===== src/sv/tdcl_pkg.sv =====
package tdcl_pkg;

  // Lexer sizing. The state word packs index, terminal and produce bit.
  localparam int unsigned STATE_COUNT   = 64;
  localparam int unsigned TERMINAL_BITS = 8;
  localparam int unsigned POSITION_BITS = 32;

  localparam int unsigned IDX_BITS  = (STATE_COUNT > 1) ? $clog2(STATE_COUNT) : 1;
  localparam int unsigned WORD_BITS = IDX_BITS + TERMINAL_BITS + 1;

  // Fixed field widths of the ports.
  localparam int unsigned BYTE_BITS      = 8;
  localparam int unsigned TINDEX_BITS    = 12;
  localparam int unsigned WVAL_BITS      = 15;
  localparam int unsigned OUT_TERM_BITS  = 8;
  localparam int unsigned OUT_POS_BITS   = 32;
  localparam int unsigned CFG_DATA_BITS  = 15;
  localparam int unsigned CFG_INDEX_BITS = 2;
  localparam int unsigned IGN_TERM_BITS  = 8;

  // Table geometry.
  localparam int unsigned BYTE_DEPTH = 256;
  localparam int unsigned BYTE_AW    = $clog2(BYTE_DEPTH);
  localparam int unsigned COMP_DEPTH = STATE_COUNT * STATE_COUNT;
  localparam int unsigned COMP_AW    = $clog2(COMP_DEPTH);

  // Queues.
  localparam int unsigned IN_Q_DEPTH  = 4;
  localparam int unsigned IN_Q_PTR    = $clog2(IN_Q_DEPTH);
  localparam int unsigned IN_Q_CNT    = $clog2(IN_Q_DEPTH + 1);
  localparam int unsigned OUT_Q_DEPTH = 8;
  localparam int unsigned OUT_Q_PTR   = $clog2(OUT_Q_DEPTH);
  localparam int unsigned OUT_Q_CNT   = $clog2(OUT_Q_DEPTH + 1);

  typedef logic [WORD_BITS-1:0]     word_t;
  typedef logic [IDX_BITS-1:0]      idx_t;
  typedef logic [POSITION_BITS-1:0] pos_t;

  typedef enum logic [1:0] {
    CMD_DATA      = 2'd0,
    CMD_LOAD_BYTE = 2'd1,
    CMD_LOAD_COMP = 2'd2,
    CMD_LOAD_ACC  = 2'd3
  } cmd_e;

  typedef enum logic [CFG_INDEX_BITS-1:0] {
    REG_IDENTITY = 2'd0,
    REG_IGN_EN   = 2'd1,
    REG_IGN_TERM = 2'd2
  } cfg_reg_e;

  typedef struct packed {
    logic [1:0]             cmd;
    logic [BYTE_BITS-1:0]   byte_value;
    logic                   last;
    logic [TINDEX_BITS-1:0] table_index;
    logic [WVAL_BITS-1:0]   write_value;
  } in_t;

  typedef struct packed {
    logic                     is_token;
    logic [OUT_TERM_BITS-1:0] token_terminal;
    logic [OUT_POS_BITS-1:0]  token_start;
    logic [OUT_POS_BITS-1:0]  token_end;
    logic                     end_of_string;
    logic                     accepted;
  } res_t;

  // Classified item as it waits between the front and the back.
  typedef struct packed {
    cmd_e                   cmd;
    logic [BYTE_BITS-1:0]   byte_value;
    logic                   last;
    logic [TINDEX_BITS-1:0] table_index;
    word_t                  wval;
  } item_t;

  // Up to two results per byte, lane 0 always older than lane 1.
  typedef struct packed {
    logic [1:0] vld;
    res_t [1:0] res;
  } res_push_t;

endpackage


===== src/sv/tdcl_front.sv =====
module tdcl_front import tdcl_pkg::*; (
  input  logic  clk_i,
  input  logic  rst_ni,
  input  logic  push,
  output logic  full,
  input  in_t   in_word_i,
  input  logic  pop_i,
  output logic  vld_o,
  output item_t item_o
);

  cmd_e  cmd;
  logic  keep;
  logic  enq;
  logic  deq;
  item_t item;

  item_t                q_q [IN_Q_DEPTH];
  logic [IN_Q_PTR-1:0]  wr_ptr_q, wr_ptr_d;
  logic [IN_Q_PTR-1:0]  rd_ptr_q, rd_ptr_d;
  logic [IN_Q_CNT-1:0]  cnt_q, cnt_d;

  // Loads that fall outside their table are dropped here and never reach the back.
  always_comb begin
    cmd = cmd_e'(in_word_i.cmd);
    unique case (cmd)
      CMD_DATA:      keep = 1'b1;
      CMD_LOAD_BYTE: keep = 32'(in_word_i.table_index) < 32'(BYTE_DEPTH);
      CMD_LOAD_COMP: keep = 32'(in_word_i.table_index) < 32'(COMP_DEPTH);
      CMD_LOAD_ACC:  keep = 32'(in_word_i.table_index) < 32'(STATE_COUNT);
      default:       keep = 1'b0;
    endcase
    item.cmd         = cmd;
    item.byte_value  = in_word_i.byte_value;
    item.last        = in_word_i.last;
    item.table_index = in_word_i.table_index;
    item.wval        = WORD_BITS'(in_word_i.write_value);
  end

  assign full  = (cnt_q == IN_Q_CNT'(IN_Q_DEPTH));
  assign vld_o = (cnt_q != '0);
  assign enq   = push && !full && keep;
  assign deq   = pop_i && vld_o;

  always_comb begin
    wr_ptr_d = wr_ptr_q;
    rd_ptr_d = rd_ptr_q;
    cnt_d    = cnt_q;
    if (enq) begin
      wr_ptr_d = wr_ptr_q + 1'b1;
    end
    if (deq) begin
      rd_ptr_d = rd_ptr_q + 1'b1;
    end
    if (enq && !deq) begin
      cnt_d = cnt_q + 1'b1;
    end else if (!enq && deq) begin
      cnt_d = cnt_q - 1'b1;
    end
  end

  always_ff @(posedge clk_i or negedge rst_ni) begin
    if (!rst_ni) begin
      wr_ptr_q <= '0;
      rd_ptr_q <= '0;
      cnt_q    <= '0;
    end else begin
      wr_ptr_q <= wr_ptr_d;
      rd_ptr_q <= rd_ptr_d;
      cnt_q    <= cnt_d;
    end
  end

  always_ff @(posedge clk_i) begin
    if (enq) begin
      q_q[wr_ptr_q] <= item;
    end
  end

  assign item_o = q_q[rd_ptr_q];

  a_in_q_bound: assert property (@(posedge clk_i) disable iff (!rst_ni)
    cnt_q <= IN_Q_CNT'(IN_Q_DEPTH))
    else $error("input queue count exceeds its depth");

endmodule


===== config.mk =====
export PLATFORM = sky130hd
export DESIGN_NAME = tdcl_front
export DESIGN_NICKNAME = d
export VERILOG_FILES = /design/src/sv/tdcl_pkg.sv /design/src/sv/tdcl_front.sv
export SDC_FILE = /design/constraint.sdc
export NUM_CORES = 1
export LEC_CHECK = 0
export CORE_ASPECT_RATIO = 0.6
export CORE_UTILIZATION = 60
export DETAILED_ROUTE_END_ITERATION = 8
export DONT_BUFFER_PORTS = 1
export MAX_ROUTING_LAYER = met4
export PLACE_DENSITY_LB_ADDON = 0.08
export SYNTH_ARGS = -nofsm -noshare
export SYNTH_HDL_FRONTEND = slang
export SYNTH_SLANG_ARGS = --single-unit
export TNS_END_PERCENT = 1

===== constraint.sdc =====
create_clock -name clk_i -period 2.7 [get_ports clk_i]
set_input_delay 0.54 -clock clk_i [delete_from_list [all_inputs] [get_ports clk_i]]
set_output_delay 0.54 -clock clk_i [all_outputs]
set_load 0.01 [all_outputs]

; Word-level counts from Yosys, hierarchy flattened
; Memory sizes are Yosys's and may differ from the RTL's.
; Cells that the tools add are included.
; W data, S select, Z words.
[totals]
reg_bits = 7
ramBits = 152
inputBits = 42
output_inout_bits = 40
word_cells = 31
memories = 1
[classes]
add_sub_neg = 4
n_lt_le_gt_ge = 2
eq_ne = 4
muxes = 5
n_reduce_logical = 12
[memory_table]
columns = memory, words, width, rd, rd_ports_with_merged_regs, write_ports, line
row1 = q_q, 4, 38, 1, 0, 1, tdcl_front.sv:18  ; item_t q_q [IN_Q_DEPTH];
[op_table]
columns = cell, count
row1 = $lt A12 B7 Y1 const B, 1
row2 = $lt A12 B9 Y1 const B, 1
row3 = $mux W3, 2
row4 = $logic_and A1 B1 Y1, 5
row5 = $add A2 B1 Y2 const B, 2
row6 = $eq A2 B2 Y1 const B, 2
row7 = $add A3 B1 Y3 const B, 1
row8 = $eq A3 B3 Y1 const B, 1
row9 = $logic_not A1 Y1, 3
row10 = $pmux W1 S3, 1
row11 = $reduce_bool A3 Y1, 1
row12 = $sub A3 B1 Y3 const B, 1
row13 = $eq A2 B1 Y1 const B, 1
row14 = $logic_not A2 Y1, 1
row15 = $mux W1, 2
row16 = $reduce_bool A2 Y1, 1
row17 = $reduce_or A2 Y1, 1

; Longest topological paths before layout
[logic_depth]
depth_word = 8
ltp_mapped = 9
depth_no_buf = 9

; Worst setup path before layout
; Ideal clock, no wire load.
[synth_timing]
path_kind = in2reg
start = in in_word_i[26] in the netlist's numbering
end = mem q_q[2][0] in the netlist's numbering (enable)
setup_time_ps = 399
arrival_ps = 2242
t_required_ps = 2301
setup_slack_ps = 59
cell_stages = 4
path_buffers = 0
cell_sequence = nor4_2 > nand2_1 > a211oi_4 > and2_1
[synth_between]
elab_chain_len = 5
word_cells_on_any_way = 6
cone_classes = 2 x order compare / 3 x mux / 1 x reduce/logical
[synth_lines]
columns = item, line
row1 = start: declaration, tdcl_front.sv:6  ; input in_t in_word_i,
row2 = $lt A12 B7 Y1 / $lt A12 B9 Y1 (equally long branches), "tdcl_front.sv:30, tdcl_front.sv:28"
row3 = $pmux W1 S3 *, tdcl_front.sv:26  ; unique case (cmd)
row4 = $logic_and A1 B1 Y1 *, tdcl_front.sv:42  ; assign enq = push && !full && keep;
row5 = named net enq, tdcl_front.sv:14  ; logic enq;
row6 = $mux W1 *, tdcl_front.sv:75  ; if (enq) begin
row7 = $mux W1 (implied by the code) *, tdcl_front.sv:76  ; q_q[wr_ptr_q] <= item;
row8 = end: declaration, tdcl_front.sv:18
; The timed path passes the listed nets; every way through them passes the cells marked *.

==> out/results.txt <==
ys async rst share: 4.40%
vias per cell: 6.10
Post-synth EDFFs: 152
height of the die: 78.9 um
initial cell density of the core: 63.2%
CTS max path bufs: 2
Final Instance Area: 0.00675 mm^2
DRC viols: 0
H-tree levels: 4
drt wl/cell: 24.8 um
Tightest Hold Check Type: in -> reg
Placement Cell Area: 0.00614 mm^2
placed insts: 371
vias in the first global route: 2681
register share of total power: 44.2%
top cell type by total area after synthesis: edfxtp_1
port bufs: 0
mux share of post-synthesis cell area: 14.9%
number of synthesis warnings: 0
clock transition at the registers of the reported paths: 0.06 ns
total die area: 0.0103 mm^2
post-layout minimum cycle time: 2.40 ns
post-DP HPWL: 6270 um
die width: 130 um
Non-Filler Instances: 402
Comb pwr share: 22.4%
Net Sw Power: 1.92 mW
largest net degree at the start of global routing: 27
Clock Skews: 0.00809 ns
via count: 2454
status: completed
Cell variety after synth: 21
period utilization: 88.9%
Setup CP Type: reg -> out
layout cell share with drive strength beyond 1: 32.7%
CTS tree: done
area share of the largest cell type after synthesis: 77.2%
global-route wire length before repair: 15500 um
normalized max-slew margin: 65.3%
final core utilization: 72.2%
Placer Congestion: 0.706
register bit total from synthesis: 159
Lkg Pwr: 2.18 nW
final-report max-slew violation count: 0
worst setup margin: 0.300 ns
Adder-Cell Fraction of Synth Area: 1.40%
ANT cells: 0
Pwr Total: 7.22 mW
Filler cells: 534
RSZ-0062 raised after global routing: no
element type at the critical path start: flop
TritonCTS Sinks: 159
slowest stage cell, crit path: mux4_2
final setup vio count: 0
Synth Area in Compound Gates: 0.423%
Core Rows: 27
sequential area share after synthesis: 80.2%
setup TNS: 0 ns
pre-CTS WS: 0.260 ns
Synth Net Count: 286
XOR/XNOR share of the synthesized area: 0.889%
required time worst endpoint: 2.16 ns
Synth area leaders: edfxtp_1 77%, mux4_2 14%, dfrtp_1 3.0%
Area Growth Syn to Fin: 14.2%
worst slew pin tran: 0.520 ns
crit path cell chain: buf_4 -> mux4_2
GRT Total Usage: 23.0%
ys flop type: edfxtp_1
final-stage net count: 309
drt pass-1 iters: 4
syn_area_per_cell: 24.8 um^2
Int Power: 5.30 mW
max_cap viols: 0
antenna violations before repair: 0
total wire length: 9980 um
core area: 0.00936 mm^2
clk_lat worst skew: 0.42 ns
switch share: 26.6%
number of setup buffers added after CTS: 0
crit path max fanout: 26
Max Freq: 417 MHz
Clock power frac: 33.4%
Worst EP arrival: 1.86 ns
Root Buffer: clkbuf_16
mapped cell area: 0.00591 mm^2
Overflow after GRT: 0
initial drt markers: 166
Pwr Density: 1070 mW/mm^2
Synth Area in Simple Gates: 1.19%
Post-Synthesis Cells: 238
CP endpoint kind: output pin
Num CTS Buffers: 17
Worst Hold Slack: 0.213 ns
worst stage delay on the critical path: 0.64 ns
Max IR drop VDD: 0.598 mV
largest family of logic cells by synthesized area: multiplexers
Top Ports: 82
Fin. Hold Viols: 0
Detail Route Antenna Nets: 0
[registers in the layout, summed over array words and instances (netlist names)]
| signal | flops |
|---|---|
| rd_ptr_q | 2 |
| wr_ptr_q | 2 |
| q_q | 152 |
| cnt_q | 3 |
[per-layer routing]
layer / GRT usage (%) / part of all wire (%) / routed length, um
met4: 8.37 / 0.78 / 78
met3: 12.7 / 12 / 1160
met1: 28.0 / 40 / 3970
met5: - / 0 / 0
met2: 32.6 / 48 / 4780
[power groups by stage]
stage                     sequential, mW  clock (mW)  combinational [mW]
after global routing                3.22        2.55                1.75
after global placement              3.21           0                1.61
after CTS                           3.20        2.45                1.66
final                               3.19        2.41                1.62
after detailed placement            3.25           0                1.65
after floorplan                     3.16           0                1.34
[cells by family after synthesis]
group | Yosys count
buffers and inverters | 14
AOI/OAI and AO/OA | 2
muxes | 40
DFF | 159
adders and majority gates | 6
xor gates and xnor gates | 6
and+or+nand+nor | 11
[final timing paths]
kind                               startpoint          end  slack, ns  depth (start not counted)
max in group asynchronous              rst_ni  rd_ptr_q[0]       1.99                          1
worst max-delay path              rd_ptr_q[0]    item_o[5]       0.30                          2
worst min register to register       cnt_q[0]     cnt_q[0]       0.59                          1
min in group asynchronous              rst_ni     cnt_q[2]       0.45                          1
worst max register to register       cnt_q[0]     cnt_q[2]       0.45                          8
worst min-delay path            in_word_i[32]   q_q[3][32]       0.21                          0
[critical path, delay by kind of cell, from the launching register on]
kind / cells / cell delay [ns]
muxes: 1 / 0.64
buffers and inverters: 1 / 0.43
DFF: 1 / 0.35
[repair_timing]
item	in CTS	in global routing
gates resized for setup	0	0
hold buffers	1	0
hold endpoints to repair	7	0
[cells in the final DEF (no fill, tap or decap)]
cell and count:
dlygate4sd3_1 1, clkinv_2 3, xnor2_1 5, clkinvlp_4 3, dfrtp_2 2, nand3_1 1
nand2_1 2, ha_1 5, nor3_2 1, mux4_2 38, edfxtp_1 152, clkbuf_16 17
buf_4 11, clkinv_1 1, dfrtp_1 5, buf_12 1, clkinv_4 1, fa_1 1
clkbuf_1 1, xor2_1 1, bufinv_16 4, mux2_2 1, or3_1 1, mux2_4 1
inv_1 5, o21ai_0 1, nor2_1 1, a211oi_4 1, nor4_2 1, and2_2 4
[synth_stat cells (all sizes together), types with 2 or more instances]
| library cell | number |
|---|---|
| nand2 | 2 |
| edfxtp | 152 |
| ha | 5 |
| mux2 | 2 |
| xnor2 | 5 |
| inv | 5 |
| buf | 5 |
| dfrtp | 7 |
| and2 | 4 |
| clkbuf | 4 |
| mux4 | 38 |
[final cells by class]
type / count / area, um^2 / area share (%)
clock inverters: 12 / 170 / 2.52
well taps: 130 / 163 / 2.41
inverters: 5 / 18.8 / 0.278
multi-input cells: 65 / 1120 / 16.5
repair buffers: 13 / 113 / 1.67
clock buffers: 18 / 429 / 6.36
flip-flops and latches: 159 / 4740 / 70.2
Note: power is estimated with default switching activity, not from simulation.
